===== src/ddsc_pkg.sv =====
`timescale 1ns / 1ps
// ddsc_pkg: widths, register indexes, waveform codes and constants of the DDS
// oscillator. Used by the bit-serial multiplier, the divider and the top level.
package ddsc_pkg;

  // default parameter values
  localparam int unsigned PHASE_BITS_DEF = 32;
  localparam int unsigned SINE_DEPTH_DEF = 1024;  // power of two

  // field widths
  localparam int unsigned FREQ_W     = 19;
  localparam int unsigned SAMPLE_W   = 16;
  localparam int unsigned CFG_IDX_W  = 3;
  localparam int unsigned CFG_DATA_W = 18;
  localparam int unsigned WAVE_W     = 2;
  localparam int unsigned DETUNE_W   = 16;
  localparam int unsigned CUTOFF_W   = 15;
  localparam int unsigned DIST_W     = 16;
  localparam int unsigned SR_W       = 18;
  localparam int unsigned MAG_W      = 17;

  // shared multiplier: a is the multiplicand, b is consumed one bit a cycle
  localparam int unsigned MUL_AW = 21;
  localparam int unsigned MUL_BW = 19;
  localparam int unsigned MUL_PW = MUL_AW + MUL_BW;
  localparam int unsigned MUL_CW = $clog2(MUL_BW + 1);

  // register indexes
  localparam logic [CFG_IDX_W-1:0] CFG_WAVEFORM   = 3'd0;
  localparam logic [CFG_IDX_W-1:0] CFG_DETUNE     = 3'd1;
  localparam logic [CFG_IDX_W-1:0] CFG_CUTOFF     = 3'd2;
  localparam logic [CFG_IDX_W-1:0] CFG_DISTORTION = 3'd3;
  localparam logic [CFG_IDX_W-1:0] CFG_SAMPLE_RATE = 3'd4;

  // waveform codes
  localparam logic [WAVE_W-1:0] WAVE_SINE   = 2'd0;
  localparam logic [WAVE_W-1:0] WAVE_SAW    = 2'd1;
  localparam logic [WAVE_W-1:0] WAVE_SQUARE = 2'd2;

  // register reset values
  localparam logic [WAVE_W-1:0]   WAVEFORM_RST = WAVE_SINE;
  localparam logic [DETUNE_W-1:0] DETUNE_RST   = 16'd6554;
  localparam logic [CUTOFF_W-1:0] CUTOFF_RST   = 15'd1000;
  localparam logic [DIST_W-1:0]   DIST_RST     = 16'd13107;
  localparam logic [SR_W-1:0]     SR_RST       = 18'd44100;

  // arithmetic constants
  localparam int unsigned DETUNE_SCALE = 52429;   // 0.05 in Q20 per Q16 step
  localparam int unsigned SINE_C5      = 4926;
  localparam int unsigned SINE_C3      = 42334;
  localparam int unsigned SINE_C1      = 102944;
  localparam int unsigned QUARTER_Q14  = 16384;
  localparam int unsigned ONE_Q16      = 65536;
  localparam int unsigned DIST_HALF    = 32768;
  localparam int unsigned GAIN_DIV     = 40000;
  localparam int unsigned GAIN_HALF    = 20000;
  localparam int unsigned GAIN_W       = 32;
  localparam int unsigned TANH_LAST    = 63179;

  // tanh breakpoints at steps of 1/8, Q16
  function automatic logic [15:0] tanh_pt(input logic [4:0] idx);
    logic [15:0] v;
    unique case (idx)
      5'd0:    v = 16'd0;
      5'd1:    v = 16'd8150;
      5'd2:    v = 16'd16051;
      5'd3:    v = 16'd23485;
      5'd4:    v = 16'd30285;
      5'd5:    v = 16'd36346;
      5'd6:    v = 16'd41625;
      5'd7:    v = 16'd46131;
      5'd8:    v = 16'd49912;
      5'd9:    v = 16'd53038;
      5'd10:   v = 16'd55593;
      5'd11:   v = 16'd57660;
      5'd12:   v = 16'd59320;
      5'd13:   v = 16'd60644;
      5'd14:   v = 16'd61694;
      5'd15:   v = 16'd62524;
      default: v = 16'd63179;
    endcase
    return v;
  endfunction

endpackage


===== src/ddsc_mul.sv =====
`timescale 1ns / 1ps
// ddsc_mul: unsigned shift-and-add multiplier, one multiplier bit per cycle.
// Depends on ddsc_pkg for operand widths.
module ddsc_mul (
  input  logic                          clk_i,
  input  logic                          rst_ni,
  input  logic                          start_i,
  input  logic [ddsc_pkg::MUL_AW-1:0]   a_i,
  input  logic [ddsc_pkg::MUL_BW-1:0]   b_i,
  output logic                          done_o,
  output logic [ddsc_pkg::MUL_PW-1:0]   p_o
);

  logic                          busy_q;
  logic                          done_q;
  logic [ddsc_pkg::MUL_CW-1:0]   cnt_q;
  logic [ddsc_pkg::MUL_AW-1:0]   a_q;
  logic [ddsc_pkg::MUL_PW-1:0]   p_q, p_d;
  logic [ddsc_pkg::MUL_AW:0]     sum;

  always_comb begin
    sum = {1'b0, p_q[ddsc_pkg::MUL_PW-1:ddsc_pkg::MUL_BW]}
        + (p_q[0] ? {1'b0, a_q} : '0);
    p_d = {sum, p_q[ddsc_pkg::MUL_BW-1:1]};
  end

  always_ff @(posedge clk_i or negedge rst_ni) begin
    if (!rst_ni) begin
      busy_q <= 1'b0;
      done_q <= 1'b0;
      cnt_q  <= '0;
    end else begin
      done_q <= 1'b0;
      if (start_i) begin
        busy_q <= 1'b1;
        cnt_q  <= ddsc_pkg::MUL_CW'(ddsc_pkg::MUL_BW);
      end else if (busy_q) begin
        cnt_q <= cnt_q - 1'b1;
        if (cnt_q == ddsc_pkg::MUL_CW'(1)) begin
          busy_q <= 1'b0;
          done_q <= 1'b1;
        end
      end
    end
  end

  always_ff @(posedge clk_i) begin
    if (start_i) begin
      a_q <= a_i;
      p_q <= {{ddsc_pkg::MUL_AW{1'b0}}, b_i};
    end else if (busy_q) begin
      p_q <= p_d;
    end
  end

  assign done_o = done_q;
  assign p_o    = p_q;

endmodule


===== src/ddsc_div.sv =====
`timescale 1ns / 1ps
// ddsc_div: restoring divider, one quotient bit per cycle, dividend fed MSB first.
// Depends on ddsc_pkg for the divisor width.
module ddsc_div #(
  parameter int unsigned DW = 48,
  parameter int unsigned QW = 32
) (
  input  logic                          clk_i,
  input  logic                          rst_ni,
  input  logic                          start_i,
  input  logic [DW-1:0]                 dvd_i,   // left aligned
  input  logic [ddsc_pkg::SR_W-1:0]     dsr_i,
  input  logic [$clog2(DW+1)-1:0]       cnt_i,
  output logic                          done_o,
  output logic [QW-1:0]                 q_o
);

  localparam int unsigned CW = $clog2(DW + 1);
  localparam int unsigned RW = ddsc_pkg::SR_W;

  logic            busy_q;
  logic            done_q;
  logic [CW-1:0]   cnt_q;
  logic [DW-1:0]   dvd_q;
  logic [RW-1:0]   dsr_q;
  logic [RW-1:0]   r_q, r_d;
  logic [QW-1:0]   q_q;
  logic [RW:0]     r_sh;
  logic [RW:0]     r_sub;
  logic            ge;

  always_comb begin
    r_sh  = {r_q, dvd_q[DW-1]};
    r_sub = r_sh - {1'b0, dsr_q};
    ge    = (r_sh >= {1'b0, dsr_q});
    r_d   = ge ? r_sub[RW-1:0] : r_sh[RW-1:0];
  end

  always_ff @(posedge clk_i or negedge rst_ni) begin
    if (!rst_ni) begin
      busy_q <= 1'b0;
      done_q <= 1'b0;
      cnt_q  <= '0;
    end else begin
      done_q <= 1'b0;
      if (start_i) begin
        busy_q <= 1'b1;
        cnt_q  <= cnt_i;
      end else if (busy_q) begin
        cnt_q <= cnt_q - 1'b1;
        if (cnt_q == CW'(1)) begin
          busy_q <= 1'b0;
          done_q <= 1'b1;
        end
      end
    end
  end

  always_ff @(posedge clk_i) begin
    if (start_i) begin
      dvd_q <= dvd_i;
      dsr_q <= dsr_i;
      r_q   <= '0;
      q_q   <= '0;
    end else if (busy_q) begin
      dvd_q <= {dvd_q[DW-2:0], 1'b0};
      r_q   <= r_d;
      q_q   <= {q_q[QW-2:0], ge};
    end
  end

  assign done_o = done_q;
  assign q_o    = q_q;

endmodule


===== src/dds_oscillator_with_soft_clip_top.sv =====
`timescale 1ns / 1ps
// DDS oscillator with tanh soft clip and output gain; depends on ddsc_pkg, ddsc_mul, ddsc_div.
// Each input word takes up to 9 products on the shared bit-serial multiplier, the increment
// divide (skipped at zero rate) and the gain divide.
// One word at a time, the next taken while a result waits in the output register.
// Reset clears the phase accumulator and loads register defaults.
module dds_oscillator_with_soft_clip_top #(
  parameter int unsigned PHASE_BITS       = ddsc_pkg::PHASE_BITS_DEF,
  parameter int unsigned SINE_TABLE_DEPTH = ddsc_pkg::SINE_DEPTH_DEF
) (
  input  logic                                clk_i,
  input  logic                                rst_ni,
  input  logic                                cfg_valid_i,
  output logic                                cfg_ready_o,
  input  logic [ddsc_pkg::CFG_IDX_W-1:0]      cfg_index_i,
  input  logic [ddsc_pkg::CFG_DATA_W-1:0]     cfg_data_i,
  input  logic                                in_valid_i,
  output logic                                in_ready_o,
  input  logic [ddsc_pkg::FREQ_W-1:0]         frequency_i,
  output logic                                out_valid_o,
  input  logic                                out_ready_i,
  output logic signed [ddsc_pkg::SAMPLE_W-1:0] sample_out_o
);

  localparam int unsigned DIV_DW   = PHASE_BITS + 16;
  localparam int unsigned DIV_QW   = (PHASE_BITS > 17) ? PHASE_BITS : 17;
  localparam int unsigned DIV_CW   = $clog2(DIV_DW + 1);
  localparam int unsigned IDX_BITS = $clog2(SINE_TABLE_DEPTH);
  localparam int unsigned AW       = ddsc_pkg::MUL_AW;
  localparam int unsigned BW       = ddsc_pkg::MUL_BW;
  localparam int unsigned PW       = ddsc_pkg::MUL_PW;
  localparam int unsigned MW       = ddsc_pkg::MAG_W;

  localparam logic [3:0] ST_IDLE  = 4'd0;
  localparam logic [3:0] ST_MDET  = 4'd1;
  localparam logic [3:0] ST_MFRQ  = 4'd2;
  localparam logic [3:0] ST_DIV   = 4'd3;
  localparam logic [3:0] ST_WAVE  = 4'd4;
  localparam logic [3:0] ST_SQ    = 4'd5;
  localparam logic [3:0] ST_T1    = 4'd6;
  localparam logic [3:0] ST_T2    = 4'd7;
  localparam logic [3:0] ST_Y     = 4'd8;
  localparam logic [3:0] ST_SHAPE = 4'd9;
  localparam logic [3:0] ST_DRV   = 4'd10;
  localparam logic [3:0] ST_TNH   = 4'd11;
  localparam logic [3:0] ST_GST   = 4'd12;
  localparam logic [3:0] ST_GAIN  = 4'd13;
  localparam logic [3:0] ST_GDIV  = 4'd14;
  localparam logic [3:0] ST_OUT   = 4'd15;

  // configuration registers
  logic [ddsc_pkg::WAVE_W-1:0]   waveform_q;
  logic [ddsc_pkg::DETUNE_W-1:0] detune_q;
  logic [ddsc_pkg::CUTOFF_W-1:0] cutoff_q;
  logic [ddsc_pkg::DIST_W-1:0]   dist_q;
  logic [ddsc_pkg::SR_W-1:0]     sr_q;

  logic [3:0]                    state_q, state_d;
  logic [PHASE_BITS-1:0]         phase_q, phase_d;
  logic [ddsc_pkg::FREQ_W-1:0]   freq_q, freq_d;
  logic [14:0]                   x_q, x_d;
  logic [14:0]                   x2_q, x2_d;
  logic                          neg_q, neg_d;
  logic [MW-1:0]                 mag_q, mag_d;
  logic [3:0]                    k_q, k_d;
  logic                          out_valid_q, out_valid_d;
  logic [ddsc_pkg::SAMPLE_W-1:0] out_data_q, out_data_d;

  logic                          mul_start;
  logic [AW-1:0]                 mul_a;
  logic [BW-1:0]                 mul_b;
  logic                          mul_done;
  logic [PW-1:0]                 mul_p;

  logic                          div_start;
  logic [DIV_DW-1:0]             div_dvd;
  logic [ddsc_pkg::SR_W-1:0]     div_dsr;
  logic [DIV_CW-1:0]             div_cnt;
  logic                          div_done;
  logic [DIV_QW-1:0]             div_q;

  logic [32:0]                   m_rnd;
  logic [AW-1:0]                 m_val;
  logic [PW+PHASE_BITS-1:0]      num_ext;
  logic [15:0]                   f_val;
  logic [14:0]                   x_val;
  logic [15:0]                   saw_t;
  logic [MW-1:0]                 t_val;
  logic [MW-1:0]                 t2_val;
  logic [MW-1:0]                 y_val;
  logic [34:0]                   drv_sum;
  logic [18:0]                   drv_a;
  logic [15:0]                   tanh_d;
  logic [ddsc_pkg::GAIN_W-1:0]   gain_dvd;
  logic [MW-1:0]                 q_mag;
  logic [MW-1:0]                 q_neg;
  logic                          out_free;

  ddsc_mul u_mul (
    .clk_i   (clk_i),
    .rst_ni  (rst_ni),
    .start_i (mul_start),
    .a_i     (mul_a),
    .b_i     (mul_b),
    .done_o  (mul_done),
    .p_o     (mul_p)
  );

  ddsc_div #(
    .DW (DIV_DW),
    .QW (DIV_QW)
  ) u_div (
    .clk_i   (clk_i),
    .rst_ni  (rst_ni),
    .start_i (div_start),
    .dvd_i   (div_dvd),
    .dsr_i   (div_dsr),
    .cnt_i   (div_cnt),
    .done_o  (div_done),
    .q_o     (div_q)
  );

  // datapath helpers
  always_comb begin
    m_rnd    = {1'b0, mul_p[31:0]} + 33'd32768;
    m_val    = AW'(1 << 20) + AW'(m_rnd[32:16]);
    num_ext  = {mul_p, {PHASE_BITS{1'b0}}};
    f_val    = 16'(phase_q[PHASE_BITS-1 -: IDX_BITS]) << (16 - IDX_BITS);
    x_val    = f_val[14] ? (15'(ddsc_pkg::QUARTER_Q14) - {1'b0, f_val[13:0]})
                         : {1'b0, f_val[13:0]};
    saw_t    = phase_q[PHASE_BITS-1 -: 16];
    t_val    = MW'(ddsc_pkg::SINE_C3) - mul_p[30:14];
    t2_val   = MW'(ddsc_pkg::SINE_C1) - mul_p[30:14];
    y_val    = mul_p[30:14];
    drv_sum  = {1'b0, mul_p[33:0]} + (neg_q ? 35'd65535 : 35'd0);
    drv_a    = drv_sum[34:16];
    tanh_d   = ddsc_pkg::tanh_pt({1'b0, drv_a[16:13]} + 5'd1)
             - ddsc_pkg::tanh_pt({1'b0, drv_a[16:13]});
    gain_dvd = mul_p[31:0] + 32'(ddsc_pkg::GAIN_HALF);
    q_mag    = div_q[MW-1:0];
    q_neg    = MW'(0) - q_mag;
    out_free = !out_valid_q || out_ready_i;
  end

  // sequencer
  always_comb begin
    state_d    = state_q;
    phase_d    = phase_q;
    freq_d     = freq_q;
    x_d        = x_q;
    x2_d       = x2_q;
    neg_d      = neg_q;
    mag_d      = mag_q;
    k_d        = k_q;
    out_data_d = out_data_q;
    mul_start  = 1'b0;
    mul_a      = '0;
    mul_b      = '0;
    div_start  = 1'b0;
    div_dvd    = '0;
    div_dsr    = '0;
    div_cnt    = '0;

    unique case (state_q)
      ST_IDLE: begin
        if (in_valid_i) begin
          freq_d    = frequency_i;
          mul_start = 1'b1;
          mul_a     = AW'(ddsc_pkg::DETUNE_SCALE);
          mul_b     = BW'(detune_q);
          state_d   = ST_MDET;
        end
      end
      ST_MDET: begin
        if (mul_done) begin
          mul_start = 1'b1;
          mul_a     = m_val;
          mul_b     = freq_q;
          state_d   = ST_MFRQ;
        end
      end
      ST_MFRQ: begin
        if (mul_done) begin
          if (sr_q == '0) begin
            state_d = ST_WAVE;
          end else begin
            div_start = 1'b1;
            div_dvd   = num_ext[PW+PHASE_BITS-1:24];
            div_dsr   = sr_q;
            div_cnt   = DIV_CW'(DIV_DW);
            state_d   = ST_DIV;
          end
        end
      end
      ST_DIV: begin
        if (div_done) begin
          phase_d = phase_q + div_q[PHASE_BITS-1:0];
          state_d = ST_WAVE;
        end
      end
      ST_WAVE: begin
        unique case (waveform_q)
          ddsc_pkg::WAVE_SINE: begin
            x_d       = x_val;
            neg_d     = f_val[15];
            mul_start = 1'b1;
            mul_a     = AW'(x_val);
            mul_b     = BW'(x_val);
            state_d   = ST_SQ;
          end
          ddsc_pkg::WAVE_SAW: begin
            neg_d   = ~saw_t[15];
            mag_d   = saw_t[15] ? {1'b0, saw_t[14:0], 1'b0}
                                : {16'd32768 - saw_t, 1'b0};
            state_d = ST_SHAPE;
          end
          ddsc_pkg::WAVE_SQUARE: begin
            neg_d   = phase_q[PHASE_BITS-1];
            mag_d   = MW'(ddsc_pkg::ONE_Q16);
            state_d = ST_SHAPE;
          end
          default: begin
            neg_d   = 1'b0;
            mag_d   = '0;
            state_d = ST_SHAPE;
          end
        endcase
      end
      ST_SQ: begin
        if (mul_done) begin
          x2_d      = mul_p[28:14];
          mul_start = 1'b1;
          mul_a     = AW'(ddsc_pkg::SINE_C5);
          mul_b     = BW'(mul_p[28:14]);
          state_d   = ST_T1;
        end
      end
      ST_T1: begin
        if (mul_done) begin
          mul_start = 1'b1;
          mul_a     = AW'(t_val);
          mul_b     = BW'(x2_q);
          state_d   = ST_T2;
        end
      end
      ST_T2: begin
        if (mul_done) begin
          mul_start = 1'b1;
          mul_a     = AW'(t2_val);
          mul_b     = BW'(x_q);
          state_d   = ST_Y;
        end
      end
      ST_Y: begin
        if (mul_done) begin
          mag_d   = (y_val > MW'(ddsc_pkg::ONE_Q16)) ? MW'(ddsc_pkg::ONE_Q16) : y_val;
          state_d = ST_SHAPE;
        end
      end
      ST_SHAPE: begin
        mul_start = 1'b1;
        mul_b     = BW'(mag_q);
        if (dist_q > ddsc_pkg::DIST_W'(ddsc_pkg::DIST_HALF)) begin
          mul_a   = AW'({dist_q, 1'b0});
          state_d = ST_DRV;
        end else begin
          mul_a   = AW'(cutoff_q);
          state_d = ST_GAIN;
        end
      end
      ST_DRV: begin
        if (mul_done) begin
          if (|drv_a[18:17]) begin
            mag_d   = MW'(ddsc_pkg::TANH_LAST);
            state_d = ST_GST;
          end else begin
            k_d       = drv_a[16:13];
            mul_start = 1'b1;
            mul_a     = AW'(tanh_d);
            mul_b     = BW'(drv_a[12:0]);
            state_d   = ST_TNH;
          end
        end
      end
      ST_TNH: begin
        if (mul_done) begin
          mag_d   = MW'(ddsc_pkg::tanh_pt({1'b0, k_q})) + MW'(mul_p[25:13]);
          state_d = ST_GST;
        end
      end
      ST_GST: begin
        mul_start = 1'b1;
        mul_a     = AW'(cutoff_q);
        mul_b     = BW'(mag_q);
        state_d   = ST_GAIN;
      end
      ST_GAIN: begin
        if (mul_done) begin
          div_start = 1'b1;
          div_dvd   = DIV_DW'(gain_dvd) << (DIV_DW - ddsc_pkg::GAIN_W);
          div_dsr   = ddsc_pkg::SR_W'(ddsc_pkg::GAIN_DIV);
          div_cnt   = DIV_CW'(ddsc_pkg::GAIN_W);
          state_d   = ST_GDIV;
        end
      end
      ST_GDIV: begin
        if (div_done) begin
          state_d = ST_OUT;
        end
      end
      ST_OUT: begin
        if (out_free) begin
          if (!neg_q) begin
            out_data_d = (q_mag > MW'(32767)) ? 16'h7FFF : q_mag[15:0];
          end else begin
            out_data_d = (q_mag > MW'(32768)) ? 16'h8000 : q_neg[15:0];
          end
          state_d = ST_IDLE;
        end
      end
      default: state_d = ST_IDLE;
    endcase
  end

  always_comb begin
    out_valid_d = out_valid_q && !out_ready_i;
    if (state_q == ST_OUT && out_free) begin
      out_valid_d = 1'b1;
    end
  end

  always_ff @(posedge clk_i or negedge rst_ni) begin
    if (!rst_ni) begin
      state_q     <= ST_IDLE;
      phase_q     <= '0;
      out_valid_q <= 1'b0;
      waveform_q  <= ddsc_pkg::WAVEFORM_RST;
      detune_q    <= ddsc_pkg::DETUNE_RST;
      cutoff_q    <= ddsc_pkg::CUTOFF_RST;
      dist_q      <= ddsc_pkg::DIST_RST;
      sr_q        <= ddsc_pkg::SR_RST;
    end else begin
      state_q     <= state_d;
      phase_q     <= phase_d;
      out_valid_q <= out_valid_d;
      if (cfg_valid_i) begin
        unique case (cfg_index_i)
          ddsc_pkg::CFG_WAVEFORM:    waveform_q <= cfg_data_i[ddsc_pkg::WAVE_W-1:0];
          ddsc_pkg::CFG_DETUNE:      detune_q   <= cfg_data_i[ddsc_pkg::DETUNE_W-1:0];
          ddsc_pkg::CFG_CUTOFF:      cutoff_q   <= cfg_data_i[ddsc_pkg::CUTOFF_W-1:0];
          ddsc_pkg::CFG_DISTORTION:  dist_q     <= cfg_data_i[ddsc_pkg::DIST_W-1:0];
          ddsc_pkg::CFG_SAMPLE_RATE: sr_q       <= cfg_data_i[ddsc_pkg::SR_W-1:0];
          default: ;
        endcase
      end
    end
  end

  always_ff @(posedge clk_i) begin
    freq_q     <= freq_d;
    x_q        <= x_d;
    x2_q       <= x2_d;
    neg_q      <= neg_d;
    mag_q      <= mag_d;
    k_q        <= k_d;
    out_data_q <= out_data_d;
  end

  assign cfg_ready_o  = 1'b1;
  assign in_ready_o   = (state_q == ST_IDLE);
  assign out_valid_o  = out_valid_q;
  assign sample_out_o = out_data_q;

endmodule

===== config.mk =====
export PLATFORM = sky130hd
export DESIGN_NAME = dds_oscillator_with_soft_clip_top
export DESIGN_NICKNAME = d
export VERILOG_FILES = /design/src/ddsc_pkg.sv /design/src/ddsc_mul.sv /design/src/ddsc_div.sv /design/src/dds_oscillator_with_soft_clip_top.sv
export SDC_FILE = /design/constraint.sdc
export NUM_CORES = 1
export LEC_CHECK = 0
export ABC_AREA = 1
export ABC_CLOCK_PERIOD_IN_PS = 6100
export BUFFER_PORTS_ARGS = -buffer_cell sky130_fd_sc_hd__buf_2
export CORE_MARGIN = 2
export CORE_UTILIZATION = 25
export CTS_CLUSTER_SIZE = 30
export DETAILED_ROUTE_END_ITERATION = 10
export SKIP_LAST_GASP = 1
export SLEW_MARGIN = 10
export SYNTH_ARGS = -nofsm -noshare
export SYNTH_HDL_FRONTEND = slang
export SYNTH_SLANG_ARGS = --single-unit

===== constraint.sdc =====
create_clock -name clk_i -period 6.1 [get_ports clk_i]
set_clock_uncertainty 0.05 [all_clocks]
set_input_delay 0.305 -clock clk_i [delete_from_list [all_inputs] [get_ports clk_i]]
set_output_delay 0.305 -clock clk_i [all_outputs]
set_load 0.05 [all_outputs]

==> metrics.md, run 1 <==
| Metric | Value |
|---|---|
| Die area | 101000 um^2 |
| Fraction of registers with async set/reset | 31.2% |
| Via count | 23000 |
| Chip Height | 319 um |
| Iter 0 DRT Violations | 2534 |
| Final slew viol count | 0 |
| Area fraction of the dominant cell type after synthesis | 21.4% |
| CTS tree | yes |
| Leakage | 12.8 nW |
| WL/cell | 19.3 um |
| Met3 Usage GRT | 3.45% |
| Synth warn | 0 |
| WP data required | 6.38 ns |
| R2R cell count | 44 |
| Mapped Nets | 3369 |
| Placed insts | 4481 |
| Pin count of the biggest net entering global routing | 72 |
| Post-DP HPWL | 68.1 mm |
| WHS Path Cells | 3 |
| Clk Latency, worst-skew pair | 0.60 ns |
| I/O pin cnt | 64 |
| Routed Wire Length | 88.8 mm |
| Root buffer cell | clkbuf_16 |
| Initial antenna violation count | 1 |
| Worst endpoint data arrival time | 5.76 ns |
| Final Wtd Congestion | 1.08 |
| Power density over the cells | 209 nW/um^2 |
| Busiest grt layer | met2 |
| Crit Path Class | flop to flop |
| Antenna viol nets, final | 0 |
| Maximum clock path buffer count | 3 |
| Mapped Area | 24700 um^2 |
| First-pass GRT wire length | 134 mm |
| Vias/cell | 5.01 |
| Number of global-route vias before repair | 21500 |
| Worst slack at placement | 0.267 ns |
| Slowest CP cell | edfxtp_1 |
| WP buf/inv | 5 |
| Setup_tns | 0 ns |
| Biggest area consumer among synthesized cells | edfxtp_1 |
| Starting Density | 25.2% |
| Final Cycle Share | 89.8% |
| Post-synth EDFFs | 176 |
| Std-Cell Rows | 115 |
| Worst path max stage delay | 0.44 ns |
| CTS sink cnt | 382 |
| Area of the multi-input gates | 12800 um^2 |
| Fillers | 10500 |
| ANT cells | 0 |
| Max-slew headroom | 21.5% |
| Top_reg_cell synth | edfxtp_1 |
| Layout net count | 3463 |
| Status | completed |
| Final setup fails | 0 |
| FF+latch count, synth | 382 |
| Clk pin slew, worst setup/hold paths | 0.06 ns |
| WHS | 0.0333 ns |
| RR Startpoint | neg_q$_DFFE_PP_ |
| Final Hold Viols | 0 |
| Most common cell after layout, fill and taps aside | nand2_1 |
| Residual DRC count | 0 |
| Startpoint Class | flop |
| Family with the most delay on the worst path | simple AND/OR/NAND/NOR gates |
| Final setup margin | 0.624 ns |
| CP Launch Point | neg_q$_DFFE_PP_ |
| CP endpoint | u_mul.a_q[14]$_DFFE_PP_ |
| CP Capture Type | flop |
| Crit-path max FO | 16 |
| Chip width | 319 um |
| Crit. path cell count | 44 |
| Synth cell types | 70 |
| Area Growth Syn to Fin | 15.7% |
| Sequential Area | 10000 um^2 |
| VDD IR max | 0.186 mV |
| Most frequent cells in the layout | nand2_1 (739), inv_1 (365), o21ai_0 (266) |
| H-tree levels | 2 |
| CP most frequent cell | nand2_1 |
| R2r setup slk | 0.62 ns |
| FF-to-FF End | u_mul.a_q[14]$_DFFE_PP_ |
| Port buffer count | 62 |
| Synth area leaders | edfxtp_1 (21%), nand2_1 (11%), dfrtp_1 (9.3%) |
| DRT Pass-1 Iters | 6 |
| Core Region | 98300 um^2 |
| Mean area per synthesized cell | 7.78 um^2 |
| Worst Tran Pin Value | 1.17 ns |
| GR Overflow Total | 0 |
| Worst Hold Class | input pin to flop |
| Total Routing Usage GR | 17.0% |
| Fin cells | 4598 |
| Overall power | 5.98 mW |
| Post-Synthesis Cells | 3178 |
| Met2 global-route usage | 25.6% |
| Max-cap violation count | 0 |
| Peak Freq | 183 MHz |
| Layout cells sized above 1 | 9.60% |
| Register area share after synthesis | 40.6% |
| RSZ-0062 raised after global routing | no |
| Final min period | 5.48 ns |
| CTS Buf Count | 47 |
| Met1 track demand over resource | 24.3% |
==> state kept, by name, summed over array words and instances (netlist names), 16 cells and up, named ones only <==
signal        flops
detune_q         16
dist_q           16
freq_q           19
mag_q            17
phase_q          32
sample_out_o     16
sr_q             18
u_div.dsr_q      18
u_div.dvd_q      40
u_div.q_o        32
u_div.r_q        18
u_mul.a_q        18
u_mul.p_o        40
==> worst min path at each step <==
stage	from	end	slack (ns)
after floorplan	rst_ni	cutoff_q[0]$_DFFE_PN0P_	-0.04
after global placement	rst_ni	phase_q[19]$_DFFE_PN0P_	0.24
after detailed placement	rst_ni	phase_q[17]$_DFFE_PN0P_	0.25
after CTS	cfg_data_i[6]	cutoff_q[6]$_DFFE_PN1P_	0.002
after global routing	cfg_data_i[8]	sr_q[8]$_DFFE_PN0P_	0.06
final	cfg_data_i[6]	detune_q[6]$_DFFE_PN0P_	0.03
==> tightest hold or removal path: stages <==
cell and delay, ns:
buf_2 0.08, inv_1 0.09, o21ai_0 0.16
==> stage by stage <==
step	util, %	instance area, um^2
after global routing	29.1	28600
after global placement	27.1	26600
final	29.1	28600
after floorplan	-	24700
after detailed placement	27.1	26600
after CTS	29.0	28500
==> final cells by class <==
class                           instances  area share (%)
Tap cell                             1287            5.63
Sequential cell                       382            35.1
Clock buffer                           69            4.97
Inverter                              391            5.14
Multi-Input combinational cell       2297            44.7
Timing Repair Buffer                  153            3.78
Clock inverter                         19           0.743
==> per-layer routing <==
layer | wire (um) | vias to the layer above
li1 | - | 11100
met3 | 7210 | 141
met2 | 37800 | 784
met1 | 41100 | 11000
met4 | 2660 | 2
met5 | 12 | -
==> power by group <==
| group | switching [mW] | internal, mW | total [mW] |
|---|---|---|---|
| Clock | 1.17 | 1.76 | 2.93 |
| Combinational | 0.106 | 0.0713 | 0.177 |
| Sequential | 0.0999 | 2.78 | 2.88 |
==> logic make-up after synthesis <==
family,synth area share (%)
buffers and inverters,7.91
multiplexers,0.0911
AO/OA/AOI/OAI,18.3
XOR/XNOR,2.97
AND/OR/NAND/NOR,22.6
adder cells (fa/ha/maj),7.54
flip-flops,40.6
other,0.0152
==> what timing repair did <==
item                                   CTS  global route
hold buffers                            25             0
endpoints found under the hold margin   77             0
gates resized for setup                  0             8
setup endpoints to repair                0             4
setup buffers                            0             3
==> synthesized netlist by cell type, types with 34 or more instances <==
cell and instances:
nand2_1 740, nand3_1 155, nor3_1 53, nor2_1 242
a31oi_1 40, xor2_1 58, nand4_1 34, edfxtp_1 176
a21oi_1 204, o211ai_1 50, o21ai_0 266, dfrtp_1 92
inv_1 365, clkbuf_1 72, ha_1 141, dfxtp_1 87
(Power assumes the default switching activity.)
==> run 2: changes to the inputs <==
==> constraint.sdc (replaced) <==
create_clock -name clk_i -period 6.1 [get_ports clk_i]
set_clock_uncertainty 0.05 [all_clocks]
set_input_delay 1.22 -clock clk_i [delete_from_list [all_inputs] [get_ports clk_i]]
set_output_delay 1.22 -clock clk_i [all_outputs]
set_load 0.05 [all_outputs]
==> run 2 against run 1 <==
Against the previous run:
- non-clock buffer count is 26 lower
- critical endpoint unchanged
- maximum frequency is 0.81% lower
- die area stayed put
- critical path type unchanged
- worst hold slack better by 0.40 ns
- worst setup slack worse by 0.045 ns
==> metrics.md, run 2 (synthesis gave the netlist of run 1 again) <==
| Metric | Value |
|---|---|
| Vias/cell | 5.03 |
| WP data required | 6.40 ns |
| Residual DRC count | 0 |
| Final slew viol count | 0 |
| Initial antenna violation count | 8 |
| R2R cell count | 43 |
| WL/cell | 19.3 um |
| VDD IR max | 0.200 mV |
| Final setup fails | 0 |
| Number of global-route vias before repair | 21300 |
| WL met3 | 8.52 mm |
| FF-to-FF End | u_mul.a_q[14]$_DFFE_PP_ |
| Antenna viol nets, final | 0 |
| Final setup margin | 0.579 ns |
| Worst endpoint data arrival time | 5.82 ns |
| Overall power | 5.88 mW |
| Worst hold start | u_div.r_q[14]$_SDFFE_PP0P_ |
| Worst path max stage delay | 0.42 ns |
| Final Cycle Share | 90.5% |
| Top sig layer | met5 |
| CP most frequent cell | nand2_1 |
| Hold Path Sink | u_div.r_q[14]$_SDFFE_PP0P_ |
| R2r setup slk | 0.58 ns |
| Final Hold Viols | 0 |
| H-tree levels | 2 |
| Power density over the cells | 208 nW/um^2 |
| Maximum clock path buffer count | 3 |
| DRT Pass-1 Iters | 6 |
| Met1 wire length | 40.2 mm |
| Max-cap violation count | 0 |
| Met2 WL | 37.0 mm |
| Port buffer count | 62 |
| Core Region | 98300 um^2 |
| Layout net count | 3437 |
| RR Startpoint | neg_q$_DFFE_PP_ |
| CTS Hold Bufs | 0 |
| CTS Buf Count | 47 |
| Status | completed |
| CTS sink cnt | 382 |
| Pin count of the biggest net entering global routing | 75 |
| Startpoint Class | flop |
| Max-slew headroom | 22.5% |
| WHS | 0.433 ns |
| Starting Density | 25.2% |
| Most frequent cells in the layout | nand2_1 (740), inv_1 (365), o21ai_0 (266) |
| Post-DP HPWL | 67.6 mm |
| CP Launch Point | neg_q$_DFFE_PP_ |
| Chip width | 319 um |
| Total Routing Usage GR | 16.9% |
| Worst Hold Class | flop to flop |
| Peak Freq | 181 MHz |
| Chip Height | 319 um |
| Worst slack at placement | 0.292 ns |
| CP Capture Type | flop |
| Worst Tran Pin Value | 1.16 ns |
| Clk pin slew, worst setup/hold paths | 0.06 ns |
| WHS Path Cells | 2 |
| Area Growth Syn to Fin | 14.2% |
| Most common cell after layout, fill and taps aside | nand2_1 |
| First-pass GRT wire length | 134 mm |
| Layout cells sized above 1 | 9.35% |
| Crit-path max FO | 17 |
| Iter 0 DRT Violations | 2418 |
| Clk Latency, worst-skew pair | 0.60 ns |
| RSZ-0062 raised after global routing | no |
| Std-Cell Rows | 115 |
| Via count | 23000 |
| Die area | 101000 um^2 |
| I/O pin cnt | 64 |
| Setup_tns | 0 ns |
| Crit Path Class | flop to flop |
| Routed Wire Length | 88.2 mm |
| CTS tree | yes |
| Fillers | 10500 |
| Leakage | 12.7 nW |
| Slowest CP cell | edfxtp_1 |
| Root buffer cell | clkbuf_16 |
| Final min period | 5.52 ns |
| GR Overflow Total | 0 |
| Final Wtd Congestion | 1.02 |
| Final Cell Area | 28300 um^2 |
| Placed standard-cell area | 26700 um^2 |
## run 2: worst max-delay path: cells and delay by family (launching register included)
family	cells	cell delay, ns
buffers and inverters	4	0.45
DFF	1	0.42
adders and majority gates	5	1.41
and+or+nand+nor	31	2.62
AOI/OAI and AO/OA	3	0.32
## run 2: layout make-up
type                       count  area, um^2  area share [%]
multi-input combinational   2297       12700            45.1
clock buffer                  69        1370            4.85
inverter                     391        1470            5.21
timing repair buffer         127         817            2.89
antenna                        1        2.50         0.00886
sequential                   382       10000            35.5
clock inverter                19         193           0.682
tap                         1287        1610            5.70
## run 2: worst max path at each step
| stage | endpoint | slack [ns] | cells after the start |
|---|---|---|---|
| finish | u_mul.a_q[14]$_DFFE_PP_ | 0.58 | 43 |
| global route | u_mul.a_q[14]$_DFFE_PP_ | 0.02 | 44 |
| CTS | u_mul.a_q[14]$_DFFE_PP_ | 0.27 | 42 |
| detailed placement | u_mul.a_q[14]$_DFFE_PP_ | 0.29 | 42 |
| global placement | u_mul.a_q[14]$_DFFE_PP_ | 0.20 | 42 |
| floorplan | u_mul.a_q[14]$_DFFE_PP_ | 0.70 | 44 |
## run 2: metal layers
layer	global-route usage, %	vias up
met5	0	-
met4	4.61	12
met3	3.88	168
met2	25.2	984
met1	24.3	10800
li1	-	11000
## run 2: through the flow
step,utilization (%),instances
2_1_floorplan,-,3178
3_3_place_gp,27.1,4482
3_5_place_dp,27.1,4482
4_1_cts,28.7,4570
5_1_grt,28.7,4573
6_report,28.7,4573
## run 2: what timing repair did
item	CTS	global route
endpoints found under the setup margin	0	2
resized for setup	0	2
buffers inserted	0	2
## run 2: power breakdown
group          switching, mW  internal [mW]  leakage (nW)  total, mW
sequential            0.0930           2.78          3.57       2.87
combinational          0.101         0.0603          8.35      0.161
clock                   1.19           1.65         0.765       2.84
total                   1.38           4.49          12.7       5.88
